**src/hw/rtl/rdb_pkg.sv**
```systemverilog
`default_nettype none

package rdb_pkg;

  // Default width of the window sample counter.
  localparam int DEFAULT_COUNT_BITS = 16;

  // A squared 16-bit magnitude is at most 2^30.
  localparam int SQ_BITS = 31;

  // The full-scale square is 32768^2 = 2^30.
  localparam int FULL_SCALE_LOG2 = 30;

  // Depth of the queue between the front and the back end.
  localparam int QUEUE_DEPTH = 4;

  // Fraction bits of the fixed-point log2 values.
  localparam int FRAC_BITS = 32;

  // 100^2 * 4 in the percent test: (2p-1)^2 * n * 2^30 <= 40000 * sum.
  localparam logic [15:0] PCT_SCALE = 16'd40000;

  // 160 * log10(2) in Q.32.
  localparam int LOG_K_BITS = 38;
  localparam logic [LOG_K_BITS-1:0] LOG_K = 38'd206866237839;

  // dB magnitude floor, -96 dB in 1/16 dB.
  localparam logic [10:0] DB_FLOOR = 11'd1536;

  // Item codes.
  typedef enum logic {
    OP_SAMPLE = 1'b0,
    OP_TICK   = 1'b1
  } op_t;

  // One queued item: its code and the squared sample magnitude.
  typedef struct packed {
    op_t               op;
    logic [SQ_BITS-1:0] sq;
  } rdb_entry_t;

  // Report sequencer states.
  typedef enum logic [2:0] {
    RPT_IDLE,
    RPT_SCALE,
    RPT_PCT,
    RPT_NORM,
    RPT_SQUARE,
    RPT_DIFF,
    RPT_MUL,
    RPT_DONE
  } rpt_state_t;

endpackage

`default_nettype wire

```
**src/hw/rtl/rdb_if.sv**
```systemverilog
`default_nettype none

// Input channel: one audio sample or one measurement tick per item.
interface rdb_in_if;
  logic               valid;
  logic               ready;
  logic               operation;
  logic signed [15:0] sample;

  modport source (output valid, output operation, output sample, input ready);
  modport sink   (input valid, input operation, input sample, output ready);
endinterface

// Result channel: one level report per tick.
interface rdb_out_if;
  logic               valid;
  logic               ready;
  logic [6:0]         level_percent;
  logic signed [11:0] level_db_sixteenths;
  logic [15:0]        window_samples;
  logic               window_saturated;

  modport source (output valid, output level_percent, output level_db_sixteenths,
                  output window_samples, output window_saturated, input ready);
  modport sink   (input valid, input level_percent, input level_db_sixteenths,
                  input window_samples, input window_saturated, output ready);
endinterface

`default_nettype wire

```
**src/hw/rtl/rms_dbfs_level_meter.sv**
```systemverilog
`default_nettype none

// RMS level meter for signed 16-bit audio, reported in percent and dBFS.
// The input channel carries items with an operation code: a sample item adds
// the square of the sample to the window, a tick item reports and clears it.
// The output channel carries one report per tick: percent of full scale,
// level in 1/16 dBFS floored at -96 dB, sample count and saturation flag.
// Sample items are taken one per cycle while the queue has room; squaring is
// registered in the front stage, and the accumulator in the back end adds one
// square per cycle while no tick waits at the head of the queue. A tick passes
// through the front stage and the queue to the report sequencer. An empty or
// silent window skips the arithmetic. Otherwise the sequencer runs 16 shift-add
// steps, 100 percent steps, two normalizations, two 32-round log2 squarings,
// one sign check and, for a level below full scale, 64 steps of the dB product.
// Samples keep flowing into the cleared window while a report is computed; a
// second tick waits in the queue until the previous report has been taken.
// A stalled output holds its report; behind a later tick, in ready falls.
// Reset clears the window, the queue and the report state.
module rms_dbfs_level_meter #(
  parameter int COUNT_BITS = rdb_pkg::DEFAULT_COUNT_BITS
) (
  input  wire logic clk,
  input  wire logic rst_n,
  rdb_in_if.sink    in_chan,
  rdb_out_if.source out_chan
);
  import rdb_pkg::*;

  localparam int SUM_BITS = COUNT_BITS + FULL_SCALE_LOG2;

  rdb_entry_t            push_entry;
  logic                  push_valid;
  logic                  push_ready;
  rdb_entry_t            pop_entry;
  logic                  pop_valid;
  logic                  pop_ready;
  logic                  rpt_busy;
  logic                  rpt_start;
  logic [SUM_BITS-1:0]   win_sum;
  logic [COUNT_BITS-1:0] win_count;
  logic                  win_sat;

  rdb_front u_front (
    .clk        (clk),
    .rst_n      (rst_n),
    .in_chan    (in_chan),
    .push_entry (push_entry),
    .push_valid (push_valid),
    .push_ready (push_ready)
  );

  rdb_queue u_queue (
    .clk        (clk),
    .rst_n      (rst_n),
    .push_valid (push_valid),
    .push_ready (push_ready),
    .push_entry (push_entry),
    .pop_valid  (pop_valid),
    .pop_ready  (pop_ready),
    .pop_entry  (pop_entry)
  );

  rdb_back #(
    .COUNT_BITS (COUNT_BITS),
    .SUM_BITS   (SUM_BITS)
  ) u_back (
    .clk       (clk),
    .rst_n     (rst_n),
    .pop_valid (pop_valid),
    .pop_ready (pop_ready),
    .pop_entry (pop_entry),
    .rpt_busy  (rpt_busy),
    .rpt_start (rpt_start),
    .win_sum   (win_sum),
    .win_count (win_count),
    .win_sat   (win_sat)
  );

  rdb_report #(
    .COUNT_BITS (COUNT_BITS),
    .SUM_BITS   (SUM_BITS)
  ) u_report (
    .clk       (clk),
    .rst_n     (rst_n),
    .start     (rpt_start),
    .win_sum   (win_sum),
    .win_count (win_count),
    .win_sat   (win_sat),
    .busy      (rpt_busy),
    .out_chan  (out_chan)
  );

endmodule

`default_nettype wire

```
**src/hw/rtl/rdb_front.sv**
```systemverilog
`default_nettype none

module rdb_front (
  input  wire logic              clk,
  input  wire logic              rst_n,
  rdb_in_if.sink                 in_chan,
  output rdb_pkg::rdb_entry_t    push_entry,
  output logic                   push_valid,
  input  wire logic              push_ready
);
  import rdb_pkg::*;

  logic       stage_valid_r;
  logic       stage_valid_nxt;
  rdb_entry_t stage_r;
  logic       accept;
  logic [16:0] mag;
  logic [33:0] sq_full;

  // The stage takes a new item whenever it is empty or drains this cycle.
  assign in_chan.ready = !stage_valid_r || push_ready;
  assign accept        = in_chan.valid && in_chan.ready;

  // Magnitude of the sample; the most negative code gives 32768.
  always_comb begin
    if (in_chan.sample[15]) begin
      mag = 17'd0 - {1'b1, in_chan.sample};
    end else begin
      mag = {1'b0, in_chan.sample};
    end
    sq_full = mag * mag;
  end

  always_comb begin
    if (accept) begin
      stage_valid_nxt = 1'b1;
    end else if (push_ready) begin
      stage_valid_nxt = 1'b0;
    end else begin
      stage_valid_nxt = stage_valid_r;
    end
  end

  always_ff @(posedge clk) begin
    if (!rst_n) begin
      stage_valid_r <= 1'b0;
    end else begin
      stage_valid_r <= stage_valid_nxt;
    end
  end

  // Registered classification and square of the accepted item.
  always_ff @(posedge clk) begin
    if (accept) begin
      stage_r.op <= op_t'(in_chan.operation);
      stage_r.sq <= sq_full[SQ_BITS-1:0];
    end
  end

  assign push_valid = stage_valid_r;
  assign push_entry = stage_r;

endmodule

`default_nettype wire

```
**src/hw/rtl/rdb_queue.sv**
```systemverilog
`default_nettype none

module rdb_queue (
  input  wire logic                clk,
  input  wire logic                rst_n,
  input  wire logic                push_valid,
  output logic                     push_ready,
  input  wire rdb_pkg::rdb_entry_t push_entry,
  output logic                     pop_valid,
  input  wire logic                pop_ready,
  output rdb_pkg::rdb_entry_t      pop_entry
);
  import rdb_pkg::*;

  localparam int PW = $clog2(QUEUE_DEPTH);

  rdb_entry_t          entries_r [QUEUE_DEPTH];
  logic [PW-1:0]       wr_ptr_r;
  logic [PW-1:0]       rd_ptr_r;
  logic [PW:0]         fill_r;
  logic [PW:0]         fill_nxt;
  logic                push;
  logic                pop;

  assign push_ready = (fill_r != (PW+1)'(QUEUE_DEPTH));
  assign pop_valid  = (fill_r != '0);
  assign push       = push_valid && push_ready;
  assign pop        = pop_valid && pop_ready;
  assign pop_entry  = entries_r[rd_ptr_r];

  always_comb begin
    fill_nxt = fill_r;
    if (push && !pop) begin
      fill_nxt = fill_r + 1'b1;
    end else if (pop && !push) begin
      fill_nxt = fill_r - 1'b1;
    end
  end

  // Pointers wrap at the power-of-two depth.
  always_ff @(posedge clk) begin
    if (!rst_n) begin
      wr_ptr_r <= '0;
      rd_ptr_r <= '0;
      fill_r   <= '0;
    end else begin
      fill_r <= fill_nxt;
      if (push) begin
        wr_ptr_r <= wr_ptr_r + 1'b1;
      end
      if (pop) begin
        rd_ptr_r <= rd_ptr_r + 1'b1;
      end
    end
  end

  always_ff @(posedge clk) begin
    if (push) begin
      entries_r[wr_ptr_r] <= push_entry;
    end
  end

endmodule

`default_nettype wire

```
**src/hw/rtl/rdb_back.sv**
```systemverilog
`default_nettype none

module rdb_back #(
  parameter int COUNT_BITS = rdb_pkg::DEFAULT_COUNT_BITS,
  parameter int SUM_BITS   = COUNT_BITS + rdb_pkg::FULL_SCALE_LOG2
) (
  input  wire logic                clk,
  input  wire logic                rst_n,
  input  wire logic                pop_valid,
  output logic                     pop_ready,
  input  wire rdb_pkg::rdb_entry_t pop_entry,
  input  wire logic                rpt_busy,
  output logic                     rpt_start,
  output logic [SUM_BITS-1:0]      win_sum,
  output logic [COUNT_BITS-1:0]    win_count,
  output logic                     win_sat
);
  import rdb_pkg::*;

  localparam logic [COUNT_BITS-1:0] COUNT_MAX = {COUNT_BITS{1'b1}};

  logic [SUM_BITS-1:0]   sum_r;
  logic [SUM_BITS-1:0]   sum_nxt;
  logic [COUNT_BITS-1:0] count_r;
  logic [COUNT_BITS-1:0] count_nxt;
  logic                  sat_r;
  logic                  sat_nxt;
  logic                  pop;

  // Samples always flow; a tick waits until the report unit is free.
  assign pop_ready = (pop_entry.op == OP_SAMPLE) || !rpt_busy;
  assign pop       = pop_valid && pop_ready;
  assign rpt_start = pop && (pop_entry.op == OP_TICK);

  // The report unit captures the window as it stands before the clear.
  assign win_sum   = sum_r;
  assign win_count = count_r;
  assign win_sat   = sat_r;

  // Accumulate a sample, drop it at the full count, or clear on a tick.
  always_comb begin
    sum_nxt   = sum_r;
    count_nxt = count_r;
    sat_nxt   = sat_r;
    if (pop) begin
      if (pop_entry.op == OP_TICK) begin
        sum_nxt   = '0;
        count_nxt = '0;
        sat_nxt   = 1'b0;
      end else if (count_r == COUNT_MAX) begin
        sat_nxt = 1'b1;
      end else begin
        sum_nxt   = sum_r + SUM_BITS'(pop_entry.sq);
        count_nxt = count_r + 1'b1;
      end
    end
  end

  always_ff @(posedge clk) begin
    if (!rst_n) begin
      sum_r   <= '0;
      count_r <= '0;
      sat_r   <= 1'b0;
    end else begin
      sum_r   <= sum_nxt;
      count_r <= count_nxt;
      sat_r   <= sat_nxt;
    end
  end

endmodule

`default_nettype wire

```
**src/hw/rtl/rdb_report.sv**
```systemverilog
`default_nettype none

module rdb_report #(
  parameter int COUNT_BITS = rdb_pkg::DEFAULT_COUNT_BITS,
  parameter int SUM_BITS   = COUNT_BITS + rdb_pkg::FULL_SCALE_LOG2
) (
  input  wire logic                  clk,
  input  wire logic                  rst_n,
  input  wire logic                  start,
  input  wire logic [SUM_BITS-1:0]   win_sum,
  input  wire logic [COUNT_BITS-1:0] win_count,
  input  wire logic                  win_sat,
  output logic                       busy,
  rdb_out_if.source                  out_chan
);
  import rdb_pkg::*;

  localparam int EW = $clog2(SUM_BITS);
  localparam int LQ = EW + FRAC_BITS;
  localparam int LW = LQ + 2;
  localparam int RW = SUM_BITS + 16;
  localparam int AW = COUNT_BITS + 16;
  localparam logic [LW-1:0] LOG_OFFSET = LW'(FULL_SCALE_LOG2) << FRAC_BITS;
  localparam logic [EW-1:0] E_TOP      = EW'(SUM_BITS - 1);
  localparam logic [6:0]    SCALE_FIRST = 7'd15;
  localparam logic [6:0]    PCT_LAST    = 7'd100;
  localparam logic [6:0]    SQUARE_LAST = 7'd31;
  localparam logic [6:0]    MUL_LAST    = 7'd63;

  rpt_state_t            state_r;
  rpt_state_t            state_nxt;
  logic [6:0]            step_r;
  logic [SUM_BITS-1:0]   sum_r;
  logic [COUNT_BITS-1:0] cnt_r;
  logic                  sat_r;
  logic [RW-1:0]         r_r;
  logic [AW-1:0]         a_r;
  logic [AW-1:0]         b_r;
  logic [6:0]            pct_r;
  logic [SUM_BITS-1:0]   sh_r;
  logic [EW-1:0]         e_r;
  logic [31:0]           m_r;
  logic [31:0]           frac_r;
  logic                  pass_r;
  logic [LQ-1:0]         lsum_r;
  logic [LQ-1:0]         lcnt_r;
  logic [LW-1:0]         mq_r;
  logic [LOG_K_BITS-1:0] acc_r;
  logic                  sticky_r;
  logic [10:0]           dbmag_r;

  logic                  trivial;
  logic [RW-1:0]         r_nxt;
  logic [AW-1:0]         cnt8;
  logic [AW-1:0]         rq;
  logic [63:0]           prod;
  logic [32:0]           prod_hi;
  logic [31:0]           m_nxt;
  logic [31:0]           frac_nxt;
  logic [LW-1:0]         diff;
  logic [LOG_K_BITS:0]   mac;
  logic [LOG_K_BITS:0]   fin;
  logic [10:0]           fin_cap;

  // An empty or silent window skips the arithmetic and reports the floor.
  assign trivial = (win_count == '0) || (win_sum == '0);

  // Next state.
  always_comb begin
    state_nxt = state_r;
    case (state_r)
      RPT_IDLE: begin
        if (start) begin
          state_nxt = trivial ? RPT_DONE : RPT_SCALE;
        end
      end
      RPT_SCALE: begin
        if (step_r == '0) begin
          state_nxt = RPT_PCT;
        end
      end
      RPT_PCT: begin
        if (step_r == PCT_LAST) begin
          state_nxt = RPT_NORM;
        end
      end
      RPT_NORM: begin
        if (sh_r[SUM_BITS-1]) begin
          state_nxt = RPT_SQUARE;
        end
      end
      RPT_SQUARE: begin
        if (step_r == SQUARE_LAST) begin
          state_nxt = pass_r ? RPT_DIFF : RPT_NORM;
        end
      end
      RPT_DIFF: begin
        state_nxt = diff[LW-1] ? RPT_MUL : RPT_DONE;
      end
      RPT_MUL: begin
        if (step_r == MUL_LAST) begin
          state_nxt = RPT_DONE;
        end
      end
      RPT_DONE: begin
        if (out_chan.ready) begin
          state_nxt = RPT_IDLE;
        end
      end
      default: state_nxt = RPT_IDLE;
    endcase
  end

  // Outputs.
  always_comb begin
    busy                         = (state_r != RPT_IDLE);
    out_chan.valid               = (state_r == RPT_DONE);
    out_chan.level_percent       = pct_r;
    out_chan.level_db_sixteenths = 12'd0 - {1'b0, dbmag_r};
    out_chan.window_samples      = 16'(cnt_r);
    out_chan.window_saturated    = sat_r;
  end

  // Datapath of each step.
  always_comb begin
    // 40000 * sum by shift and add, most significant multiplier bit first.
    r_nxt = {r_r[RW-2:0], 1'b0} + (PCT_SCALE[step_r[3:0]] ? RW'(sum_r) : RW'(0));
    cnt8  = AW'({cnt_r, 3'b000});
    rq    = r_r[RW-1:FULL_SCALE_LOG2];
    // One squaring round of the log2 mantissa.
    prod    = m_r * m_r;
    prod_hi = prod[63:31];
    if (prod_hi[32]) begin
      m_nxt    = prod_hi[32:1];
      frac_nxt = {frac_r[30:0], 1'b1};
    end else begin
      m_nxt    = prod_hi[31:0];
      frac_nxt = {frac_r[30:0], 1'b0};
    end
    diff = {2'b00, lsum_r} - {2'b00, lcnt_r} - LOG_OFFSET;
    // One bit of the dB product, low bits shifted out into the fraction.
    mac = {1'b0, acc_r} + (mq_r[0] ? {1'b0, LOG_K} : '0);
    fin = {1'b0, mac[LOG_K_BITS:1]} + (LOG_K_BITS+1)'(mac[0] && sticky_r);
    if (fin > (LOG_K_BITS+1)'(DB_FLOOR)) begin
      fin_cap = DB_FLOOR;
    end else begin
      fin_cap = fin[10:0];
    end
  end

  always_ff @(posedge clk) begin
    if (!rst_n) begin
      state_r <= RPT_IDLE;
    end else begin
      state_r <= state_nxt;
    end
  end

  always_ff @(posedge clk) begin
    case (state_r)
      RPT_IDLE: begin
        if (start) begin
          sum_r   <= win_sum;
          cnt_r   <= win_count;
          sat_r   <= win_sat;
          pct_r   <= '0;
          dbmag_r <= DB_FLOOR;
          r_r     <= '0;
          step_r  <= SCALE_FIRST;
        end
      end
      RPT_SCALE: begin
        r_r    <= r_nxt;
        step_r <= step_r - 1'b1;
        if (step_r == '0) begin
          a_r    <= AW'(cnt_r);
          b_r    <= cnt8;
          step_r <= 7'd1;
        end
      end
      RPT_PCT: begin
        // a holds (2p-1)^2 * n and b holds 8p * n.
        if (a_r <= rq) begin
          pct_r <= pct_r + 1'b1;
        end
        a_r    <= a_r + b_r;
        b_r    <= b_r + cnt8;
        step_r <= step_r + 1'b1;
        if (step_r == PCT_LAST) begin
          sh_r   <= sum_r;
          e_r    <= E_TOP;
          pass_r <= 1'b0;
        end
      end
      RPT_NORM: begin
        if (sh_r[SUM_BITS-1]) begin
          m_r    <= sh_r[SUM_BITS-1 -: 32];
          frac_r <= '0;
          step_r <= '0;
        end else begin
          sh_r <= {sh_r[SUM_BITS-2:0], 1'b0};
          e_r  <= e_r - 1'b1;
        end
      end
      RPT_SQUARE: begin
        m_r    <= m_nxt;
        frac_r <= frac_nxt;
        step_r <= step_r + 1'b1;
        if (step_r == SQUARE_LAST) begin
          if (pass_r) begin
            lcnt_r <= {e_r, frac_nxt};
          end else begin
            lsum_r <= {e_r, frac_nxt};
            sh_r   <= SUM_BITS'(cnt_r);
            e_r    <= E_TOP;
            pass_r <= 1'b1;
          end
        end
      end
      RPT_DIFF: begin
        if (diff[LW-1]) begin
          mq_r     <= LW'(0) - diff;
          acc_r    <= '0;
          sticky_r <= 1'b0;
          step_r   <= '0;
        end else begin
          dbmag_r <= '0;
        end
      end
      RPT_MUL: begin
        acc_r  <= mac[LOG_K_BITS:1];
        mq_r   <= {1'b0, mq_r[LW-1:1]};
        step_r <= step_r + 1'b1;
        if (step_r == MUL_LAST) begin
          dbmag_r <= fin_cap;
        end else begin
          sticky_r <= sticky_r | mac[0];
        end
      end
      RPT_DONE: begin
      end
      default: begin
      end
    endcase
  end

endmodule

`default_nettype wire
```
**src/flat_wrapper.sv**
```systemverilog
// flat-port wrapper written by rule: the top's interface ports become plain ports
module rms_dbfs_level_meter_flat import rdb_pkg::*;
#(
  parameter int COUNT_BITS = rdb_pkg::DEFAULT_COUNT_BITS
)
  (clk, rst_n, in_chan_valid, in_chan_operation, in_chan_sample, in_chan_ready, out_chan_valid, out_chan_level_percent, out_chan_level_db_sixteenths, out_chan_window_samples, out_chan_window_saturated, out_chan_ready);
  rdb_in_if in_chan_i ();
  rdb_out_if out_chan_i ();
  input  wire logic clk;
  input  wire logic rst_n;
  input wire logic [$bits(in_chan_i.valid)-1:0] in_chan_valid;
  input wire logic [$bits(in_chan_i.operation)-1:0] in_chan_operation;
  input wire logic [$bits(in_chan_i.sample)-1:0] in_chan_sample;
  output wire logic [$bits(in_chan_i.ready)-1:0] in_chan_ready;
  output wire logic [$bits(out_chan_i.valid)-1:0] out_chan_valid;
  output wire logic [$bits(out_chan_i.level_percent)-1:0] out_chan_level_percent;
  output wire logic [$bits(out_chan_i.level_db_sixteenths)-1:0] out_chan_level_db_sixteenths;
  output wire logic [$bits(out_chan_i.window_samples)-1:0] out_chan_window_samples;
  output wire logic [$bits(out_chan_i.window_saturated)-1:0] out_chan_window_saturated;
  input wire logic [$bits(out_chan_i.ready)-1:0] out_chan_ready;
  assign in_chan_i.valid = in_chan_valid;
  assign in_chan_i.operation = in_chan_operation;
  assign in_chan_i.sample = in_chan_sample;
  assign in_chan_ready = in_chan_i.ready;
  assign out_chan_valid = out_chan_i.valid;
  assign out_chan_level_percent = out_chan_i.level_percent;
  assign out_chan_level_db_sixteenths = out_chan_i.level_db_sixteenths;
  assign out_chan_window_samples = out_chan_i.window_samples;
  assign out_chan_window_saturated = out_chan_i.window_saturated;
  assign out_chan_i.ready = out_chan_ready;
  rms_dbfs_level_meter #(.COUNT_BITS(COUNT_BITS)) u_core (.clk(clk), .rst_n(rst_n), .in_chan(in_chan_i), .out_chan(out_chan_i));
endmodule
```
**config.mk**
```make
export PLATFORM = sky130hd
export DESIGN_NAME = rms_dbfs_level_meter_flat
export DESIGN_NICKNAME = d
export VERILOG_FILES = /design/src/hw/rtl/rdb_pkg.sv /design/src/hw/rtl/rdb_if.sv /design/src/hw/rtl/rms_dbfs_level_meter.sv /design/src/hw/rtl/rdb_front.sv /design/src/hw/rtl/rdb_queue.sv /design/src/hw/rtl/rdb_back.sv /design/src/hw/rtl/rdb_report.sv /design/src/flat_wrapper.sv
export SDC_FILE = /design/constraint.sdc
export NUM_CORES = 2
export LEC_CHECK = 0
export BUFFER_PORTS_ARGS = -buffer_cell sky130_fd_sc_hd__buf_2
export CORE_ASPECT_RATIO = 0.8
export CORE_MARGIN = 2
export CORE_UTILIZATION = 30
export CTS_CLUSTER_DIAMETER = 60
export DETAILED_ROUTE_END_ITERATION = 10
export PLACE_DENSITY_LB_ADDON = 0.15
export REMOVE_ABC_BUFFERS = 1
export SYNTH_ARGS = -nofsm -noshare
export SYNTH_HDL_FRONTEND = slang
export SYNTH_SLANG_ARGS = --single-unit
```
**constraint.sdc**
```tcl
create_clock -name clk -period 11.06 [get_ports clk]
set_input_delay 0 -clock clk [delete_from_list [all_inputs] [get_ports clk]]
set_output_delay 0 -clock clk [all_outputs]
set_load 0.02 [all_outputs]
```
### After elaboration in Yosys (flattened, before gate mapping)

Memories as Yosys holds them, arrays and structs flattened. A register that Yosys moved wholly into a read port is not among the register bits.
Cells that the tools add are included.

| storage, ports and cells | value |
|---|---|
| bits of input ports | 21 |
| bits in writable memories | 128 |
| word-level logic and storage cells | 211 |
| ROM bits | 16 |
| bits in registers | 591 |
| output and inout bits | 38 |
| memories kept | 2 |
| latch bits | 0 |

Memory list:

| memory | words | bits a word | rd ports | clocked after memory_dff | wr ports | RTL line | text |
|---|---|---|---|---|---|---|---|
| u_core.u_queue.entries_r | 4 | 32 | 1 | 1 | 1 | rdb_queue.sv:17 | `rdb_entry_t entries_r [QUEUE_DEPTH];` |
| (no name shown) | 16 | 1 | 1 | 1 | 0 | rdb_report.sv:127 | `r_nxt = {r_r[RW-2:0], 1'b0} + (PCT_SCALE[step_r[3:0]] ? RW'(sum_r) : RW'(0));` |

| operators by class | value |
|---|---|
| reductions and logical operators | 50 |
| multiply operators | 2 |
| divide/modulo/power cells | 0 |
| shift operators | 0 |
| $add $sub $neg | 20 |
| $lt $le $gt $ge | 3 |
| mux-type cells | 75 |
| bitwise operators | 3 |
| equality and inequality tests | 26 |

Operators by type and width:

| cell | count |
|---|---|
| two-way mux 46 bit | 7 |
| one-hot mux 32 bit (2 select lines) | 3 |
| one-hot mux 46 bit (3 select lines) | 1 |
| two-way mux 32 bit | 4 |
| one-hot mux 62 bit (2 select lines) | 1 |
| one-hot mux 40 bit (2 select lines) | 1 |
| two-way mux 38 bit | 2 |
| one-hot mux 38 bit (2 select lines) | 1 |
| multiplier 32 x 32 -> 64 bit | 1 |
| adder 62 x 46 -> 62 bit | 1 |
| two-way mux 62 bit | 1 |
| one-hot mux 31 bit (2 select lines) | 1 |
| adder 46 x 31 -> 46 bit | 1 |
| logical NOT 46 bit | 1 |
| two-way mux 11 bit | 4 |
| two-way mux 7 bit | 6 |
| two-way mux 40 bit | 1 |
| subtractor 1 x 40 -> 40 bit (first input constant) | 1 |
| subtractor 39 x 38 -> 40 bit (second input constant) | 1 |
| adder 38 x 1 -> 39 bit | 1 |
| adder 38 x 38 -> 39 bit | 1 |
| > comparator 39 x 11 -> 1 bit (second input constant) | 1 |
| subtractor 38 x 38 -> 39 bit | 1 |
| one-hot mux 7 bit (5 select lines) | 1 |
| other kinds (54) | 135 |

### Depth between registers and ports, before layout

| logic depth | value |
|---|---|
| word-level depth | 8 |
| depth in mapped cells | 35 |
| gate-level depth less buffers | 34 |

### By module

Synthesis repeated with hierarchy kept, for this count alone.

| unflattened totals | value |
|---|---|
| cell total of the unflattened synthesis | 7,652 |
| area total of the unflattened synthesis | 76,905.0 sq um |

By module, submodules not included:

| module | area each (sq um) | times used | seq. area each (sq um) | cells an instance |
|---|---|---|---|---|
| rdb_report | 58,536.1 | 1 | 14,554.0 | 5,946 |
| rdb_front | 8,968.6 | 1 | 950.9 | 954 |
| rdb_queue | 5,153.7 | 1 | 4,023.9 | 215 |
| rdb_back | 4,246.6 | 1 | 1,261.2 | 537 |

### Worst setup path before layout

OpenSTA, ideal clock, no wires.

| timing path | value |
|---|---|
| kind | reg2reg |
| start | register u_core.u_report.lsum_r[12] |
| end | register u_core.u_report.acc_r[0] (enable) |
| clock period less this slack | 9,465 ps |
| arrival time | 8,843 ps |
| library setup time | 622 ps |
| stages on the path, launching flop included | 17 |
| data required time | 10,438 ps |
| slack | 1,595 ps |
| path buffers | 0 |
| cell sequence | edfxtp_1 > ha_1 > and2_0 > o2111ai_1 > or2_2 > a311oi_1 > o2111a_1 > nor3_1 > o21ai_0 > o311ai_0 > xor2_1 > inv_1 > ha_1 > nand4b_1 > a21boi_0 > o21ai_0 > o21ai_0 |

| on the way | value |
|---|---|
| word-level cells in the longest chain between the ends | 4 |

Ends and longest elaborated chain:

| item | RTL line | text |
|---|---|---|
| start: declaration | rdb_report.sv:45 | `logic [LQ-1:0] lsum_r;` |
| start signal: assignment | rdb_report.sv:213 | `lsum_r <= {e_r, frac_nxt};` |
| subtractor 38 x 38 -> 39 bit | rdb_report.sv:140 | `diff = {2'b00, lsum_r} - {2'b00, lcnt_r} - LOG_OFFSET;` |
| subtractor 39 x 38 -> 40 bit | rdb_report.sv:140 |  |
| inequality test 2 bit (no line) | n/a |  |
| AND reduction 2 bit (no line) | n/a |  |
| end signal: assignment | rdb_report.sv:231 | `acc_r <= mac[LOG_K_BITS:1];` |
| end: declaration | rdb_report.sv:48 | `logic [LOG_K_BITS-1:0] acc_r;` |

No other way between the ends.
A chain may end at the register's enable or synchronous reset.

### Worst setup path in the final report

| timing path | value |
|---|---|
| start | register u_core.u_report.m_r[20] |
| end | register u_core.u_report.m_r[15], data pin |

| on the way | value |
|---|---|
| word-level cells in the longest chain between the ends | 3 |

Ends and longest elaborated chain:

| item | RTL line | text |
|---|---|---|
| start: declaration | rdb_report.sv:42 | `logic [31:0] m_r;` |
| start signal: assignment | rdb_report.sv:197 | `m_r <= sh_r[SUM_BITS-1 -: 32];` |
| start signal: assignment | rdb_report.sv:206 | `m_r <= m_nxt;` |
| multiplier 32 x 32 -> 64 bit | rdb_report.sv:131 | `prod = m_r * m_r;` |
| two-way mux 32 bit | rdb_report.sv:133 | `if (prod_hi[32]) begin` |
| one-hot mux 32 bit (2 select lines) | rdb_report.sv:160 | `case (state_r)` |

No other way between the ends.

==> impl_metrics.toml <==
[floorplan]
die_h_um = 452
core.rowCount = 164
start_util_pct = 30.1
core-area_um2 = 249000
ios = 59
die_width_um = 563
fp.dieArea_um2 = 254000

[final_layout]
nets = 9130
final_layout_size_suffix_gt1_share_pct = 6.06
syn_to_final_growth_pct = 10.7
fin_util_pct = 33.3

[sta]
tns_ns = 0
slew_headroom_pct = 21.9
hold-worst-slack_ns = 0.0710
period_minus_slack_ns = 10.33
fin_ws_ns = 0.727
setup_viol = 0
drv_slew = 0
clock_skew_ns = 0.0427
period_share_pct = 93.4
hold_viol = 0
tightest_slew_ns = 1.17
max_freq_ghz = 0.0968
rsz0062_at_grt = "no"

[routing]
via_per_inst = 4.67
vias = 51000
wl_mm = 210
drt_first_iter_violations = 3084
drtPass1Iterations = 7
postRouteAntennaNets = 0
wl_per_cell_um = 19.3
remaining_drc_errors = 0

[placement]
dp_hpwl_mm = 165
numPortBuffers = 58
globalplace.congestion = 0.843
pre_cts_ws_ns = 0.237

[global_route]
grt_pass1_vias = 53700
grt_pass1_wl_mm = 328
overflow = 0
gr-usage-all-layers_pct = 16.7
grt_max_degree = 80
grt_antenna_before_repair = 3

[clock_tree]
cts_tree = "built"
cts_sinks = 714
ctsLongestPathBuffers = 3
cts_max_level = 3
cts.clk_slew.worst_paths_ns = 0.06
numCtsBuffers = 89
clockRootBuffer = "clkbuf_16"
clock_latency_ns = 0.71

[logic_synthesis]
async_flop_share_pct = 0
synth_area_leaders = "fa_1 26%, edfxtp_1 25%, ha_1 10%"
synth_ff_type = "edfxtp_1"
synth_common_cells = "1446 x inv_1, 991 x fa_1, 637 x edfxtp_1, 606 x ha_1, 605 x nand2_1"
synth_area_um2 = 75100
yosysSeqAreaShare_pct = 27.5
synth_top_area_cell = "fa_1"
synth_edf_count = 637
synth_top_cell_area_share_pct = 26.4
synth_cells = 7420
yosys_warnings = 0
yosysMostFrequentCell = "inv_1"
avgSynthCellArea_um2 = 10.1
synthDistinctLibCells = 104
synth-seq-cells = 714

[critical_path]
crit_path_start_kind = "flop"
cp-end-kind = "flop"
required_ns = 11.45
worstSetupPathType = "flop to flop"
worst_ep_arrival_time_ns = 10.72
critPathMaxFanout = 14

[flow_run]
maxCapViolCount = 0

[worst_hold_path]
hp-class = "input pin to flop"

[run_status]
status = "completed"
==> placed cells by master, fill, tap and decap left out, types with 78 or more instances in the layout <==
cell type	instances
inv_1	1444
fa_1	991
edfxtp_1	637
ha_1	606
nand2_1	600
nor2_1	452
and2_1	322
a21oi_1	263
xnor2_1	210
o21ai_0	198
xor2_1	174
a21o_1	129
buf_4	122
nand3_1	99
clkbuf_16	91
nor3_1	83
and3_1	78
==> metal layers <==
| metal | vias to the layer above | track usage [%] | share of wire (%) |
|---|---|---|---|
| li1 | 24400 | - | - |
| met1 | 25500 | 25.5 | 51 |
| met2 | 889 | 25.2 | 43 |
| met3 | 157 | 2.17 | 4.4 |
| met4 | 0 | 2.92 | 1.6 |
| met5 | - | 0 | 0 |
==> path summary, 6_finish.rpt <==
kind / end / depth (start not counted) / slack [ns] / start
setup / recovery: u_core.u_report.m_r[15]$_DFFE_PP_ / 27 / 0.73 / u_core.u_report.m_r[20]$_DFFE_PP_
hold / removal: u_core.u_front.push_entry[2]$_DFFE_PP_ / 3 / 0.07 / in_chan_sample[15]
setup reg to reg: u_core.u_report.m_r[15]$_DFFE_PP_ / 27 / 0.73 / u_core.u_report.m_r[20]$_DFFE_PP_
hold reg to reg: u_core.u_report.lcnt_r[31]$_DFFE_PP_ / 0 / 0.42 / u_core.u_report.frac_r[30]$_SDFFCE_PN0P_
==> repair_timing <==
action | 4_1_cts | 5_1_grt
setup buffers | 0 | 1
endpoints found under the hold margin | 40 | 0
gates resized for setup | 0 | 1
endpoints found under the setup margin | 0 | 15
hold buffers | 7 | 0
==> critical path, cell delays in order (launching register included) <==
cell and delay, ns:
edfxtp_1 1.08, buf_4 0.36, nand2_1 0.15, fa_1 0.56
fa_1 0.52, fa_1 0.53, fa_1 0.51, inv_1 0.05
fa_1 0.55, fa_1 0.44, fa_1 0.50, inv_1 0.05
fa_1 0.48, inv_1 0.09, ha_1 0.36, a2111oi_0 0.42
a211oi_1 0.21, buf_4 0.21, or4b_2 0.64, o221ai_1 0.35
o21ai_0 0.31, a31oi_1 0.37, nor2_1 0.07, nor2_1 0.16
o21bai_1 0.10, xor2_1 0.21, nand2_1 0.08, a31oi_1 0.62
==> flip-flops by register name, summed over array words and instances, names as in the netlist, 3 cells and up, named ones only <==
name	flops
u_core.u_queue.entries_r	124
u_core.u_report.r_r	62
u_core.u_back.win_sum	46
u_core.u_report.sh_r	46
u_core.u_report.sum_r	46
u_core.u_report.mq_r	40
u_core.u_report.acc_r	38
u_core.u_report.lcnt_r	38
u_core.u_report.lsum_r	38
u_core.u_report.a_r	32
u_core.u_report.m_r	32
u_core.u_front.push_entry	31
u_core.u_report.frac_r	31
u_core.u_report.b_r	29
u_core.u_back.win_count	16
u_core.u_report.out_chan.window_samples	16
u_core.u_report.dbmag_r	11
u_core.u_report.out_chan.level_percent	7
u_core.u_report.step_r	7
u_core.u_report.e_r	6
u_core.u_queue.fill_r	3
u_core.u_report.state_r	3
==> stage by stage <==
step | area [um^2] | cells
after floorplan | 74400 | 7227
after global placement | 79900 | 10700
after detailed placement | 79900 | 10700
after CTS | 83100 | 10900
after global routing | 83100 | 10900
final | 83100 | 10900
==> final cells by class <==
| type | count | area (um^2) |
|---|---|---|
| Antenna cell | 2 | 5.00 |
| Multi-Input combinational cell | 5059 | 48300 |
| Tap cell | 3320 | 4150 |
| Fill cell | 25500 | 166000 |
| Timing Repair Buffer | 194 | 1420 |
| Sequential cell | 714 | 20700 |
| Clock buffer | 100 | 2320 |
| Clock inverter | 64 | 742 |
| Inverter | 1454 | 5460 |
==> kinds of logic (layout without fill, tap and decap cells) <==
group / Yosys count / after routing / synth area share, %
adders and majority gates: 1597 / 1597 / 36.5
other: 2 / 36 / 0.0100
buffers and inverters: 1679 / 1812 / 8.42
and+or+nand+nor: 1980 / 1980 / 12.9
AOI/OAI and AO/OA: 1020 / 1020 / 9.01
xor gates and xnor gates: 387 / 387 / 4.53
DFF: 714 / 714 / 27.5
muxes: 41 / 41 / 1.07
Power is not shown: default switching activity piles up to over one toggle a cycle in this logic, so the estimate is an artifact.
